## config.mk

```make
export PLATFORM = sky130hd
export DESIGN_NAME = mxp_ctrl
export DESIGN_NICKNAME = d
export VERILOG_FILES = /design/src/rtl/mxp_pkg.sv /design/src/rtl/mxp_ctrl.sv
export VERILOG_INCLUDE_DIRS = /design/src /design/src/rtl
export SDC_FILE = /design/constraint.sdc
export NUM_CORES = 1
export LEC_CHECK = 0
export BUFFER_PORTS_ARGS = -buffer_cell sky130_fd_sc_hd__clkbuf_2
export CORE_MARGIN = 1.5
export CORE_UTILIZATION = 40
export CTS_CLUSTER_DIAMETER = 30
export DETAILED_ROUTE_END_ITERATION = 10
export PLACE_DENSITY_LB_ADDON = 0.2
export SETUP_SLACK_MARGIN = 0.05
export SKIP_CTS_REPAIR_TIMING = 1
export SYNTH_ARGS = -nofsm -noshare
export SYNTH_HDL_FRONTEND = slang
export SYNTH_SLANG_ARGS = --single-unit
```

## constraint.sdc

```tcl
create_clock -name clk -period 2.8 [get_ports clk]
set_clock_uncertainty 0.2 [all_clocks]
set_input_delay 0 -clock clk [delete_from_list [all_inputs] [get_ports clk]]
set_output_delay 0 -clock clk [all_outputs]
set_load 0.005 [all_outputs]
```

## src/rtl/modular_exponentiation_macros.svh

```systemverilog
// assertion macros used by the modular exponentiation controller
`ifndef MODULAR_EXPONENTIATION_MACROS_SVH
`define MODULAR_EXPONENTIATION_MACROS_SVH

// same-cycle implication, clocked on clk, off during reset
`define MXP_ASSERT_SAME(lbl, ante, cons, msg) \
	lbl: assert property (@(posedge clk) disable iff (!arst_n) (ante) |-> (cons)) \
		else $error(msg);

// next-cycle implication, clocked on clk, off during reset
`define MXP_ASSERT_NEXT(lbl, ante, cons, msg) \
	lbl: assert property (@(posedge clk) disable iff (!arst_n) (ante) |=> (cons)) \
		else $error(msg);

`endif

```

## src/rtl/mxp_pkg.sv

```systemverilog
`timescale 1ns / 1ps

package mxp_pkg;

	// default operand width
	localparam int WIDTH_DEFAULT = 32;

	// field and bus widths
	localparam int FIELD_W = 32;
	localparam int ADDR_W  = 3;

	// register index of the modulus
	localparam logic REG_MODULUS = 1'b0;

	// reset value of the modulus
	localparam logic [FIELD_W-1:0] MODULUS_RESET = 32'd1;

	// controller to datapath commands
	typedef struct packed {
		logic load;   // capture a new word, start base reduction
		logic step;   // one shift-subtract step on both reducers
		logic bset;   // take the reduced base
		logic mul;    // form both products, load the reducers
		logic upd;    // write back, shift the exponent
		logic fin;    // capture the result
	} cmd_t;

	// datapath to controller status
	typedef struct packed {
		logic e_zero; // exponent exhausted
		logic e_last; // no exponent bit set above the current one
	} status_t;

endpackage

```

## src/rtl/mxp_ctrl.sv

```systemverilog
`timescale 1ns / 1ps

`include "modular_exponentiation_macros.svh"

module mxp_ctrl #(
	parameter int WIDTH = mxp_pkg::WIDTH_DEFAULT
) (
	input  logic             clk,
	input  logic             arst_n,
	input  logic             req_valid,
	output logic             req_stall,
	output logic             rsp_valid,
	input  logic             rsp_stall,
	input  mxp_pkg::status_t status,
	output mxp_pkg::cmd_t    cmd
);

	localparam int CW = $clog2(WIDTH);

	typedef enum logic [6:0] {
		ST_IDLE  = 7'b0000001,
		ST_BRED  = 7'b0000010,
		ST_CHECK = 7'b0000100,
		ST_MUL   = 7'b0001000,
		ST_RED   = 7'b0010000,
		ST_UPD   = 7'b0100000,
		ST_FIN   = 7'b1000000
	} state_t;

	state_t         state_q;
	state_t         state_d;
	logic [CW-1:0]  cnt_q;
	logic [CW-1:0]  cnt_d;
	logic           rsp_valid_q;
	logic           slot_free;

	// the result slot frees when empty or taken this cycle
	assign slot_free = !rsp_valid_q || !rsp_stall;

	// next state and commands
	always_comb begin
		state_d = state_q;
		cnt_d   = cnt_q;
		cmd     = '0;
		case (state_q)
			ST_IDLE: begin
				if (req_valid) begin
					cmd.load = 1'b1;
					cnt_d    = CW'(WIDTH - 1);
					state_d  = ST_BRED;
				end
			end
			ST_BRED: begin
				cmd.step = 1'b1;
				if (cnt_q == '0) begin
					state_d = ST_CHECK;
				end else begin
					cnt_d = cnt_q - 1'b1;
				end
			end
			ST_CHECK: begin
				cmd.bset = 1'b1;
				state_d  = status.e_zero ? ST_FIN : ST_MUL;
			end
			ST_MUL: begin
				cmd.mul = 1'b1;
				cnt_d   = CW'(WIDTH - 1);
				state_d = ST_RED;
			end
			ST_RED: begin
				cmd.step = 1'b1;
				if (cnt_q == '0) begin
					state_d = ST_UPD;
				end else begin
					cnt_d = cnt_q - 1'b1;
				end
			end
			ST_UPD: begin
				cmd.upd = 1'b1;
				state_d = status.e_last ? ST_FIN : ST_MUL;
			end
			ST_FIN: begin
				if (slot_free) begin
					cmd.fin = 1'b1;
					state_d = ST_IDLE;
				end
			end
			default: begin
				state_d = ST_IDLE;
			end
		endcase
	end

	// state, step counter and result valid
	always_ff @(posedge clk or negedge arst_n) begin
		if (!arst_n) begin
			state_q     <= ST_IDLE;
			cnt_q       <= '0;
			rsp_valid_q <= 1'b0;
		end else begin
			state_q <= state_d;
			cnt_q   <= cnt_d;
			if (cmd.fin) begin
				rsp_valid_q <= 1'b1;
			end else if (!rsp_stall) begin
				rsp_valid_q <= 1'b0;
			end
		end
	end

	assign req_stall = (state_q != ST_IDLE);
	assign rsp_valid = rsp_valid_q;

	// a result only appears out of the finish state
	`MXP_ASSERT_SAME(a_rsp_from_fin, $rose(rsp_valid_q), $past(state_q == ST_FIN), "result without finish")
	// an accepted word starts the base reduction
	`MXP_ASSERT_NEXT(a_load_bred, req_valid && !req_stall, state_q == ST_BRED, "load did not reduce base")
	// a reduction runs until its counter is spent
	`MXP_ASSERT_NEXT(a_red_hold, state_q == ST_RED && cnt_q != '0, state_q == ST_RED, "reduction cut short")
	// finish never overwrites a stalled result
	`MXP_ASSERT_SAME(a_no_overwrite, cmd.fin, !rsp_valid_q || !rsp_stall, "result overwritten")

endmodule

```

== Yosys cells after proc, flatten, opt, wreduce, memory -nomap -nowiden ==
Index checks and enable logic that the tools add are counted.
Cells by class
  add/subtract/negate cells: 1
  equal/unequal tests: 14
  mux-type cells: 20
  reduce and logical (&&, ||, !) cells: 8
Operator list (count)
  7-bit case mux with 7 select lines: 1
  7-bit 2-to-1 mux: 6
  5-bit case mux with 3 select lines: 1
  1-bit 2-to-1 mux: 10
  5-bit 2-to-1 mux: 2
  2-bit != test, second input constant: 5
  7-bit by 1-bit == test with 1-bit output, second input constant: 1
  7-bit by 2-bit == test with 1-bit output, second input constant: 1
  7-bit by 3-bit == test with 1-bit output, second input constant: 1
  7-bit by 4-bit == test with 1-bit output, second input constant: 1
  7-bit by 5-bit == test with 1-bit output, second input constant: 1
  7-bit by 6-bit == test with 1-bit output, second input constant: 1
  7-bit == test, second input constant: 1
  7-bit by 1-bit != test with 1-bit output, second input constant: 1
  5-bit zero test: 1
  5-bit by 1-bit subtractor with 5-bit output, second input constant: 1
  4-bit AND reduction: 1
  3-bit AND reduction: 1
  3-bit nonzero test: 1
  1-bit zero test: 2
  2-bit by 1-bit != test with 1-bit output, second input constant: 1
  2-bit OR reduction: 1
  1-bit logical OR: 1
Storage, ports and cells
  register bits: 13
  output and inout port bits: 8
  word-level logic and storage cells: 46

== Logic depth before layout (Yosys ltp) ==
Gate-level depths: netlist of the first run.
  depth after elaboration: 5
  depth in mapped cells: 6
  depth with buffers taken out: 6

== Worst setup path after synthesis of the first run ==
Ideal clock, no wire load.
  kind: register to register
  from: register cnt_q[0]
  to: register cnt_q[3]
  arrival: 1756 ps
  data required time: 2468 ps
  path slack: 712 ps
  stages on the path, launching flop included: 7
  path buffers: 0
  clock period less this slack: 2088 ps
  cell sequence: dfrtp_1 inv_1 ha_1 nor4b_1 nor2_1 nand3_1 or3b_1
On the way
  cells in the longest elaborated chain, start to end: 3
  elaborated cells on any way between the ends: 6
  those cells by class: add/sub (1); eq/ne (1); mux (2); reduce/logical (2)
RTL lines
  start: declaration: RTL line mxp_ctrl.sv:32  | logic [CW-1:0] cnt_q;
  start signal: assignment: RTL line mxp_ctrl.sv:102  | cnt_q <= cnt_d;
  5-bit by 1-bit subtractor with 5-bit output / 5-bit zero test (equally long branches)
  5-bit 2-to-1 mux / 2-bit != test (equally long branches)
  5-bit case mux with 3 select lines / 3-bit AND reduction (equally long branches)
Parallel ways exist; a longest one is shown, timed or not. The select of a mux whose other input is x is not followed.
A chain may end at the register's enable or synchronous reset.

== Worst setup path in the final report of the first run ==
  from: register state_q[3]
  to: register state_q[3]
On the way
  cells in the longest elaborated chain, start to end: 3
  elaborated cells on any way between the ends: 13
  those cells by class: eq/ne (11); mux (1); reduce/logical (1)
RTL lines
  start: declaration: RTL line mxp_ctrl.sv:30  | state_t state_q;
  start signal: assignment: RTL line mxp_ctrl.sv:101  | state_q <= state_d;
  7-bit by 2-bit == test with 1-bit output (tied with other cells): RTL line mxp_ctrl.sv:45  | case (state_q)
  2-bit != test (no source line)
  4-bit AND reduction (no source line)
Parallel ways exist; a longest one is shown, timed or not.

==> results of run 1 <==
Yosys cell counts (2+ instances only):
| cell | count |
|---|---|
| sky130_fd_sc_hd__a21oi_1 | 4 |
| sky130_fd_sc_hd__inv_1 | 6 |
| sky130_fd_sc_hd__nor4_1 | 2 |
| sky130_fd_sc_hd__a21boi_1 | 2 |
| sky130_fd_sc_hd__o21ai_0 | 2 |
| sky130_fd_sc_hd__nor2_1 | 8 |
| sky130_fd_sc_hd__dfrtp_1 | 12 |
| sky130_fd_sc_hd__or4_4 | 2 |
| sky130_fd_sc_hd__nor4b_1 | 3 |
| sky130_fd_sc_hd__nand2_1 | 6 |
| sky130_fd_sc_hd__nor3_1 | 5 |
| sky130_fd_sc_hd__or3b_1 | 2 |
cells in the final DEF (no fill, tap or decap), types with 2 or more instances in the layout:
master / netlist / layout
sky130_fd_sc_hd__nor2_1: 8 / 8
sky130_fd_sc_hd__or3b_1: 2 / 2
sky130_fd_sc_hd__nand2_1: 6 / 6
sky130_fd_sc_hd__o21ai_0: 2 / 2
sky130_fd_sc_hd__dfrtp_1: 12 / 12
sky130_fd_sc_hd__nor4_1: 2 / 2
sky130_fd_sc_hd__nor3_1: 5 / 5
sky130_fd_sc_hd__clkbuf_4: 0 / 3
sky130_fd_sc_hd__a21boi_1: 2 / 2
sky130_fd_sc_hd__or4_4: 2 / 2
sky130_fd_sc_hd__inv_1: 6 / 6
sky130_fd_sc_hd__a21oi_1: 4 / 4
sky130_fd_sc_hd__clkbuf_2: 0 / 13
sky130_fd_sc_hd__nor4b_1: 3 / 3
sky130_fd_sc_hd__dlygate4sd3_1: 0 / 7
area by class of cell:
| cell class | instances | area share, % |
|---|---|---|
| flip-flops and latches | 13 | 34.2 |
| well taps | 25 | 3.28 |
| inverters | 6 | 2.36 |
| repair buffers | 21 | 14.9 |
| clock buffers | 4 | 2.75 |
| multi-input cells | 57 | 42.5 |
worst paths after layout:
| check | startpoint | to | slack [ps] |
|---|---|---|---|
| worst min-delay path | arst_n | state_q[1]$_DFFE_PN0P_ | -50 |
| min in group clk | req_valid | state_q[0]$_DFFE_PN1P_ | 280 |
| max in group asynchronous | arst_n | state_q[0]$_DFFE_PN1P_ | 2160 |
| worst max-delay path | state_q[3]$_DFFE_PN0P_ | state_q[3]$_DFFE_PN0P_ | 220 |
| worst min register to register | cnt_q[0]$_DFFE_PN0P_ | cnt_q[0]$_DFFE_PN0P_ | 300 |
| worst max register to register | state_q[3]$_DFFE_PN0P_ | state_q[3]$_DFFE_PN0P_ | 220 |
power groups by stage:
stage | Sequential, mW | Clock, mW | Combinational, mW
after floorplan | 0.263 | 0 | 0.227
after global placement | 0.296 | 0 | 0.263
after detailed placement | 0.298 | 0 | 0.268
after CTS | 0.293 | 0.118 | 0.270
after global routing | 0.304 | 0.125 | 0.317
final | 0.294 | 0.118 | 0.276
worst max-delay path, delay by kind of cell, from the launching register on:
kind	cells	cell delay, ps
flops	1	460
compound gates	1	180
simple gates	2	1000
buf+inv	2	680
stage by stage:
step                      setup slack, ps  hold WS, ps
final                                 216        -50.0
after global routing                 7.70         3.24
after CTS                             445         -573
after detailed placement              651         -279
after global placement                684         -276
after floorplan                       712         -496
metal layers:
| layer | track usage (%) | vias up | share of wire (%) |
|---|---|---|---|
| met5 | 0 | - | 0 |
| li1 | - | 336 | - |
| met3 | 2.35 | 4 | 3.2 |
| met2 | 25.8 | 15 | 50 |
| met4 | 6.86 | 0 | 0.96 |
| met1 | 26.5 | 311 | 46 |
logic make-up after synthesis:
logic type / Yosys count / synth area share, %
adder cells (fa/ha/maj): 1 / 1.65
flip-flops: 13 / 43.0
AND/OR/NAND/NOR: 38 / 34.8
buffers and inverters: 7 / 3.62
XOR/XNOR: 2 / 2.31
AO/OA/AOI/OAI: 16 / 14.7
flip-flops by register name (all words and copies together), names as in the netlist:
| signal | flops |
|---|---|
| cnt_q | 5 |
| rsp_valid | 1 |
| state_q | 7 |
==> flow_results.org, run 1 <==
** Clock tree
- CTS placed an instance of sky130_fd_sc_hd__clkbuf_4 at the clock tree root.
- CTS tree :: done
- Inserted Clock Buffers :: 3
- Clock slew seen by the registers of the worst setup and hold paths :: 80 ps
- No sink is reached through more buffers than the 2 on the longest clock path.
- Clock network latency to the later pin of the worst-skew pair :: 270 ps
- In this run the number of H-tree levels came out at 1.
- Clock sink count :: 13

** Setup path
- Highest-delay cell along the critical path :: sky130_fd_sc_hd__dlygate4sd3_1
- Depth of the worst register-to-register path :: 5
- The worst setup path is launched from a flip-flop.
- At the worst endpoint, the required time is 2810 ps.
- Cell-by-cell trace of the critical path :: or4_4 -> nor4b_1 -> inv_1 -> o22ai_1 -> dlygate4sd3_1
- STA puts the critical path data arrival time at 2590 ps.
- For this run, the slowest stage of the critical path takes 600 ps.
- Type of destination of the critical path :: flip-flop
- In this run the worst path has a maximum fanout of 9.
- The critical path is of the reg -> reg type.

** Placement
- After detailed placement, the total cell area comes to 858 µm².
- # port buffers :: 13
- The HPWL after detailed placement is 1160 µm.
- Total instance count after detailed placement :: 115
- At the end of routability-driven placement, the weighted congestion stood at 0.788.

** Power
- Proportion of power drawn by combinational gates :: 40.1%
- Dividing total power by cell area gives a power density of 720 nW/µm².
- The worst-case IR drop observed on VDD is 0.000335 V.
- Of the total power, registers draw 42.8%.
- Internal Dissipation :: 0.417 mW
- After layout, the design draws a total of 0.688 mW.
- Net switching is 39.4% of the power.
- Proportion of power drawn by the clock network :: 17.1%
- Leakage power total :: 0.424 nW
- In this run the power spent charging and discharging nets is 0.271 mW.

** Final layout
- Footprint of the multi-input gates :: 405 µm²
- The final layout contains 109 nets.
- Fraction of final layout cells sized beyond drive strength 1 :: 24.8%
- Post-layout instance count excluding filler cells :: 126
- Once layout is done, the placed cells without fillers occupy 955 µm².
- Diodes inserted :: 0
- Final core utilization :: 54.7%
- Sequential cell area :: 327 µm²
- After filler insertion, the fill cell instance count of the layout stands at 172.
- Signed area change from the synthesized netlist to the final layout :: 25.7%

** Floorplanning
- Die Span Y :: 46.6 µm
- The initial utilization of the core area, before any placement, comes to 43.5%.
- The die covers 2170 µm².
- Die Wd :: 46.6 µm
- Row generation in the floorplan step produced 15 rows.
- The floorplan step defined a core boundary enclosing 1750 µm².
- 14 I/O pins were placed.

** Logic synthesis
- The synthesized design spends more area on one cell type than any other, namely sky130_fd_sc_hd__dfrtp_1.
- Synthesized cell area :: 759 µm²
- Count of flip-flops with a built-in enable after synthesis :: 0
- After synthesis, the mean cell area works out to 9.86 µm².
- Largest cells by area after synthesis :: sky130_fd_sc_hd__dfrtp_1 (40%), sky130_fd_sc_hd__nor2_1 (4.0%), sky130_fd_sc_hd__dfstp_2 (3.5%)
- Post-synthesis sequential element count :: 13
- Number of distinct library cells after synthesis :: 35
- The cell count after synthesis came out at 77.
- Share of the synthesized area in the top cell type :: 39.5%
- Counting every net in the synthesized netlist gives 84.
- Post-synth top flop :: sky130_fd_sc_hd__dfrtp_1
- Yosys printed 0 warnings.
- Proportion of synthesized chip area in sequential cells :: 43.0%
- For this run, asynchronously set or reset flops after synthesis account for 100%.

** Route
- Vias per inst :: 5.29
- For this run, design rule violations remaining after detail routing come to 0.
- Across all layers, the routed design uses 666 vias.
- Summed over all layers, the routed wires come to 1660 µm.
- The first TritonRoute pass finished after 4 iterations.
- After the first detailed-routing iteration, the DRC count stood at 2.
- Routed WL per cell :: 13.2 µm
- Antenna-violating nets left :: 0

** STA
- The number of hold violations in the final report is 12.
- Sum of negative setup slack :: 0 ps
- Maximum clock frequency :: 387 MHz
- Measured slew at the worst slew-check pin :: 662 ps
- The worst pin sits at a relative slew slack of 55.8%.
- Count of pins over their slew limit :: 0
- Setup repair after global routing left no endpoint under its margin.
- Counting I/O delays and the setup requirement, the final critical path takes 2580 ps.
- Setup violations remaining at the end of the flow were counted as 0.
- After layout, the worst path uses 92.3% of the clock period.
- Worst hold margin :: -50.0 ps

** Global routing
- The via count of the first global-routing pass came to 586.
- Global-route total usage across every layer :: 17.8%
- GR Overflow Total :: 0
- Largest net degree at the start of global routing :: 14
- The first global-routing pass estimated 2730 µm of wire.
- The initial antenna violation count came to 0.

** Job
- The tool flagged a number of max-cap violations equal to 0.

** Status
- Failing checks :: negative hold slack
- The run finished, with violations left.

** Min path
- Type of the worst min-delay path :: in -> async
Note: power is estimated with default switching activity, not from simulation.
==> run 2, diff against run 1 <==
--- a/config.mk
+++ b/config.mk
@@ -12,6 +12,7 @@
 export CTS_CLUSTER_DIAMETER = 30
 export DETAILED_ROUTE_END_ITERATION = 10
 export PLACE_DENSITY_LB_ADDON = 0.2
+export RECOVER_POWER = 100
 export SETUP_SLACK_MARGIN = 0.05
 export SKIP_CTS_REPAIR_TIMING = 1
 export SYNTH_ARGS = -nofsm -noshare
==> flow_results.org, run 2 (synthesis gave the netlist of run 1 again) <==
** Status
- The run finished with clean final reports.

** STA
- Final number of hold-violating endpoints :: 0 (-12)
- Final period utilization :: 93.6% (+1.3 points)
- The shortest clock period the worst path allows after layout was 2620 ps (+35.7 ps).
- Count of pins over their slew limit :: 0 (unchanged)
- Measured slew at the worst slew-check pin :: 1040 ps (+383 ps)
- The final setup violation count is 0 (unchanged).
- The relative slew slack was 30.2% (-26 points).
- Maximum clock frequency :: 382 MHz (-1.4%)

** Final layout
- Sequential cell area :: 327 µm² (unchanged)
- The layout filler cell count came to 182 (+5.8%).
- The share of layout cells above drive strength 1 came to 17.8% (-6.9 points).
- Counting flops per register, the top entry is state_q.
- The top cell types in the final layout, fill and taps aside, are sky130_fd_sc_hd__dfrtp_1 (12), sky130_fd_sc_hd__clkbuf_2 (12), sky130_fd_sc_hd__nor2_1 (8), sky130_fd_sc_hd__dlygate4sd3_1 (7).
- Relative to the synthesized area, the layout overhead comes to 20.1%.
- Diodes inserted :: 0 (unchanged)
- Footprint of the multi-input gates :: 368 µm² (-9.3%)
- The final net count came to 109 (unchanged).
- Final core utilization :: 52.3% (-2.4 points)
- Max reg flops :: 7 (unchanged)
- Finished layout cell area :: 912 µm² (-4.5%)

** Floorplanning
- Number of I/O pins :: 14 (unchanged)
- The starting density of the core is 43.5% (unchanged).
- Die Span Y :: 46.6 µm (unchanged)
- Die Wd :: 46.6 µm (unchanged)
- The number of core rows came to 15 (unchanged).
- Std-Cell Core Area :: 1750 µm² (unchanged)
- The area enclosed by the die boundary was 2170 µm² (unchanged).

** Power
- Pwr Density :: 705 nW/µm² (-2.2%)
- The largest vdd supply drop was 0.000323 V (-3.7%).
- The leakage power is 0.415 nW (-2.0%).
- The power after layout came to 0.643 mW (-6.5%).

** Route
- The detailed-router iteration count before antenna repair came to 4 (unchanged).
- The total via count in the routed design was 668 (+0.30%).
- The initial DRC count is 13 (+11).
- The total detailed-routing wirelength came to 1680 µm (+0.90%).
- Routed WL per cell :: 13.3 µm (+0.90%)
- Vias per inst :: 5.30 (+0.30%)
- The number of nets with antenna violations after routing is 0 (unchanged).
- The number of design rule violations left after detail routing is 0 (unchanged).

** Clock tree
- Buffers from clock root to sink, at most :: 2 (unchanged)
- CTS tree :: done
- Maximum level of the CTS H-tree :: 1 (unchanged)
- The number of clock sinks seen by CTS was 13 (unchanged).
- The cell sitting at the root of the clock tree is a sky130_fd_sc_hd__clkbuf_4.
- Clock network latency to the later pin of the worst-skew pair :: 270 ps (about the same)
- The clock-pin slew of the registers on the worst-case setup and hold paths is 80 ps (about the same).
- Inserted Clock Buffers :: 3 (unchanged)

** Setup path
- Type of destination of the critical path :: flip-flop
- The maximum net fanout on the critical path is 9 (unchanged).
- Depth of the worst register-to-register path :: 5 (unchanged)
- The startpoint identified for the worst register-to-register timing path is state_q[3]$_DFFE_PN0P_.
- Worst reg-to-reg setup slack :: 180 ps (-40 ps)
- Endpoint of the most critical register-to-register path :: state_q[3]$_DFFE_PN0P_
- Endpoint required time on the critical path :: 2810 ps (about the same)
- Kind of start point of the critical path :: flip-flop
- The data arrival at the endpoint of the critical path was 2630 ps (+40 ps).
- Critical path launch point :: state_q[3]$_DFFE_PN0P_
- The critical path is of the reg -> reg type.

** Min path
- The tightest min-delay check is of the in -> async type.

** Global routing
- The via count of the first global-routing pass is 586 (unchanged).
- The residual overflow from global routing is 0 (unchanged).
- Global-route total usage across every layer :: 17.8% (unchanged)
- Largest net degree at the start of global routing :: 14 (unchanged)
- Wire length of the first global-routing pass :: 2730 µm (unchanged)
- The initial antenna violation count was 0 (unchanged).

** Placement
- Final weighted congestion in routability-driven placement :: 0.788 (unchanged)
- The post-DP HPWL was 1160 µm (unchanged).
- # port buffers :: 13 (unchanged)
- Area after detailed placement :: 858 µm² (unchanged)

** Job
- The max capacitance violation total was 0 (unchanged).
[run 2: cell count changes in the layout (fill, tap and decap cells not counted), moves of 2 or more]
cell | before | now
sky130_fd_sc_hd__a21boi_0 | 0 | 2
sky130_fd_sc_hd__a21boi_1 | 2 | 0
sky130_fd_sc_hd__clkbuf_1 | 1 | 3
sky130_fd_sc_hd__or4_1 | 0 | 2
sky130_fd_sc_hd__or4_4 | 2 | 0
[run 2: area by class of cell]
cell class / count / area share [%]
multi-input cells: 57 / 40.3
flip-flops and latches: 13 / 35.8
repair buffers: 21 / 15.1
well taps: 25 / 3.43
clock buffers: 4 / 2.88
inverters: 6 / 2.47
[run 2: stage by stage]
step,TNS [ps],setup WS [ps],hold slack (ps),instances
2_1_floorplan,0,712,-496,77
3_3_place_gp,0,684,-276,115
3_5_place_dp,0,651,-279,115
4_1_cts,0,445,-573,119
5_1_grt,-28.6,-28.6,192,126
6_report,0,180,85.3,126
[run 2: layer usage]
metal  wire length, µm  global-route usage (%)
met1               798                    26.5
met5                 0                       0
met3                45                    2.35
met4                12                    6.86
met2               823                    25.8
[run 2: power breakdown]
part,internal (mW),switching [mW]
Clock,0.0551,0.0625
Sequential,0.228,0.0566
Combinational,0.111,0.130
[run 2: how the worst max path moves through the flow]
stage                                  end  slack (ps)
CTS                                 cmd[5]         450
finish              state_q[3]$_DFFE_PN0P_         180
global route        state_q[3]$_DFFE_PN0P_         -30
floorplan             cnt_q[3]$_DFFE_PN0P_         710
detailed placement    cnt_q[3]$_DFFE_PN0P_         650
global placement      cnt_q[3]$_DFFE_PN0P_         680
[run 2: worst max-delay path, cell delays in order, from the launching register on]
cell	delay, ps
sky130_fd_sc_hd__dfrtp_1	460
sky130_fd_sc_hd__or4_1	610
sky130_fd_sc_hd__nor4b_1	440
sky130_fd_sc_hd__inv_1	80
sky130_fd_sc_hd__o22ai_1	180
sky130_fd_sc_hd__dlygate4sd3_1	600
==> run 3, diff against run 2 <==
==> constraint.sdc (replaced) <==
create_clock -name clk -period 3.36 [get_ports clk]
set_clock_uncertainty 0.2 [all_clocks]
set_input_delay 0 -clock clk [delete_from_list [all_inputs] [get_ports clk]]
set_output_delay 0 -clock clk [all_outputs]
set_load 0.005 [all_outputs]
==> flow_results.org, run 3 (synthesis gave the netlist of run 1 again) <==
** Final layout
- The share of the core filled with cells in the final layout is 52.0% (-0.29 points).
- The library cells used most frequently in the layout, excluding fill and tap cells, are sky130_fd_sc_hd__dfrtp_1 (12), sky130_fd_sc_hd__clkbuf_2 (12), sky130_fd_sc_hd__nor2_1 (8), sky130_fd_sc_hd__dlygate4sd3_1 (8).
- The non-filler instance count after layout came to 126 (unchanged).
- Fraction of final layout cells sized beyond drive strength 1 :: 15.8% (-2.0 points)
- Max reg flops :: 7 (unchanged)
- state_q holds more flip-flops than any other register.
- Signed area change from the synthesized netlist to the final layout :: 19.4%
- Number of nets in the final layout :: 109 (unchanged)
- The count of antenna diodes in the layout is 0 (unchanged).

** Floorplanning
- The number of core rows was 15 (unchanged).
- Initial cell density of the core :: 43.5% (unchanged)
- The width of the die is 46.6 µm (unchanged).
- Number of I/O pins :: 14 (unchanged)
- The die outline height came to 46.6 µm (unchanged).
- Floorplan die area :: 2170 µm² (unchanged)
- The core footprint is 1750 µm² (unchanged).

** Setup path
- The most critical setup path has its endpoint at cnt_q[3]$_DFFE_PN0P_.
- Critical path arrival :: 2520 ps (-110 ps)
- Endpoint of the most critical register-to-register path :: cnt_q[3]$_DFFE_PN0P_
- Worst setup path category :: reg -> reg
- Type of destination of the critical path :: flip-flop
- Kind of start point of the critical path :: flip-flop
- The startpoint identified for the worst register-to-register timing path is state_q[3]$_DFFE_PN0P_.
- Max FO, Critical Path :: 9 (unchanged)
- The setup slack of the most critical reg-to-reg path is 800 ps (+620 ps).
- The required time at the worst-slack endpoint is 3320 ps (+510 ps).
- The cell count of the worst reg-to-reg path is 4 (-1).
- Critical path launch point :: state_q[3]$_DFFE_PN0P_

** Power
- Leakage power total :: 0.413 nW (-0.50%)
- Total chip power :: 0.522 mW (-19%)
- The net switching share of the total power came to 37.7% (-0.98 points).
- Pwr Density :: 576 nW/µm² (-18%)
- The power share of the sequential group was 45.7% (+1.5 points).
- The relative contribution of the clock network to total power was 18.1% (-0.2 points).
- The combinational group share of total power was 36.2% (-1.3 points).
- The largest vdd supply drop is 0.000259 V (-20%).
- Internal Dissipation :: 0.325 mW (-17%)
- Net Switching :: 0.197 mW (-21%)

** Global routing
- The combined global-route utilization of all metal layers was 17.9% (+0.095 points).
- Largest net degree at the start of global routing :: 14 (unchanged)
- The via count of the first global-routing pass came to 598 (+2.0%).
- The residual overflow from global routing was 0 (unchanged).
- The global-route wire length before repair came to 2710 µm (-0.51%).
- The initial antenna violation count came to 0 (unchanged).

** Clock tree
- The number of CTS-inserted buffers is 3 (unchanged).
- Buffers from clock root to sink, at most :: 2 (unchanged)
- CTS tree :: done
- Clock slew seen by the registers of the worst setup and hold paths :: 80 ps (about the same)
- CTS root buf :: sky130_fd_sc_hd__clkbuf_4
- The number of clock sinks seen by CTS came to 13 (unchanged).
- The number of levels the H-tree was split into is 1 (unchanged).
- The clock latency at the later pin of the worst-skew pair was 270 ps (about the same).

** STA
- The shortest clock period the worst path allows after layout is 2560 ps (-59.4 ps).
- The final setup violation count is 0 (unchanged).
- Unrepaired setup endpoints after global routing :: false
- Final period utilization :: 76.2% (-17 points)
- Maximum clock frequency :: 391 MHz (+2.3%)
- Measured slew at the worst slew-check pin :: 1290 ps (+242 ps)
- Final number of hold-violating endpoints :: 0 (unchanged)
- Count of pins over their slew limit :: 0 (unchanged)
- Max-slew headroom at the worst pin :: 12.0% (-18 points)
- The total negative slack for setup checks was 0 ps (unchanged).

** Route
- DRC violation count after routing :: 0 (unchanged)
- Vias per inst :: 5.24 (-1.2%)
- Number of iterations in the first detailed-routing pass :: 4 (unchanged)
- The number of nets with antenna violations after routing is 0 (unchanged).
- DRC marker count from the first detailed-route iteration :: 13 (unchanged)
- The total via count in the routed design was 660 (-1.2%).
- Routed WL per cell :: 12.8 µm (-4.2%)
- The total detailed-routing wirelength came to 1610 µm (-4.2%).

** Placement
- The number of port buffers was 13 (unchanged).
- Final weighted congestion in routability-driven placement :: 0.721 (-8.5%)
- The post-DP HPWL was 1100 µm (-5.3%).
- Total instance count after detailed placement :: 114 (-0.87%)

** Status
- The run finished with clean final reports.

** Min path
- Type of the worst min-delay path :: in -> reg
- HP Start :: req_valid

** Job
- The max capacitance violation total is 0 (unchanged).
## run 3: power by group through the flow
stage	Combinational [mW]	Sequential [mW]	Clock (mW)
finish	0.189	0.239	0.0943
global route	0.218	0.247	0.108
CTS	0.219	0.247	0.101
detailed placement	0.218	0.250	0
global placement	0.215	0.249	0
floorplan	0.189	0.219	0
## run 3: worst max-delay path: stages, from the launching register on
cell and delay [ps]:
sky130_fd_sc_hd__dfrtp_1 460, sky130_fd_sc_hd__or4_1 590, sky130_fd_sc_hd__nor3_1 640, sky130_fd_sc_hd__a21boi_0 170, sky130_fd_sc_hd__or3b_1 370
## run 3: layout make-up
class / instances / area [µm²]
tap: 25 / 31.3
inverter: 6 / 22.5
multi-input combinational: 57 / 357
timing repair buffer: 21 / 144
sequential: 13 / 327
clock buffer: 4 / 26.3
fill: 166 / 838
## run 3: worst min path at each step
stage                     cells after the start                      to
after floorplan                               0    cnt_q[0]$_DFFE_PN0P_
after detailed placement                      1  state_q[3]$_DFFE_PN0P_
after global routing                          3  state_q[0]$_DFFE_PN1P_
after global placement                        1  state_q[3]$_DFFE_PN0P_
final                                         3  state_q[0]$_DFFE_PN1P_
after CTS                                     1  state_q[3]$_DFFE_PN0P_
## run 3: routing by layer
| layer | wire length [µm] | track usage, % |
|---|---|---|
| met1 | 788 | 25.1 |
| met2 | 714 | 25.0 |
| met3 | 92 | 7.06 |
| met5 | 0 | 0 |
| met4 | 12 | 5.71 |
## run 3: metrics by stage
step,setup slack (ps),cell area (µm²),hold slack [ps]
3_3_place_gp,1180,851,-280
6_report,799,907,272
2_1_floorplan,1270,759,-496
5_1_grt,594,907,282
4_1_cts,972,877,-587
3_5_place_dp,1130,851,-281
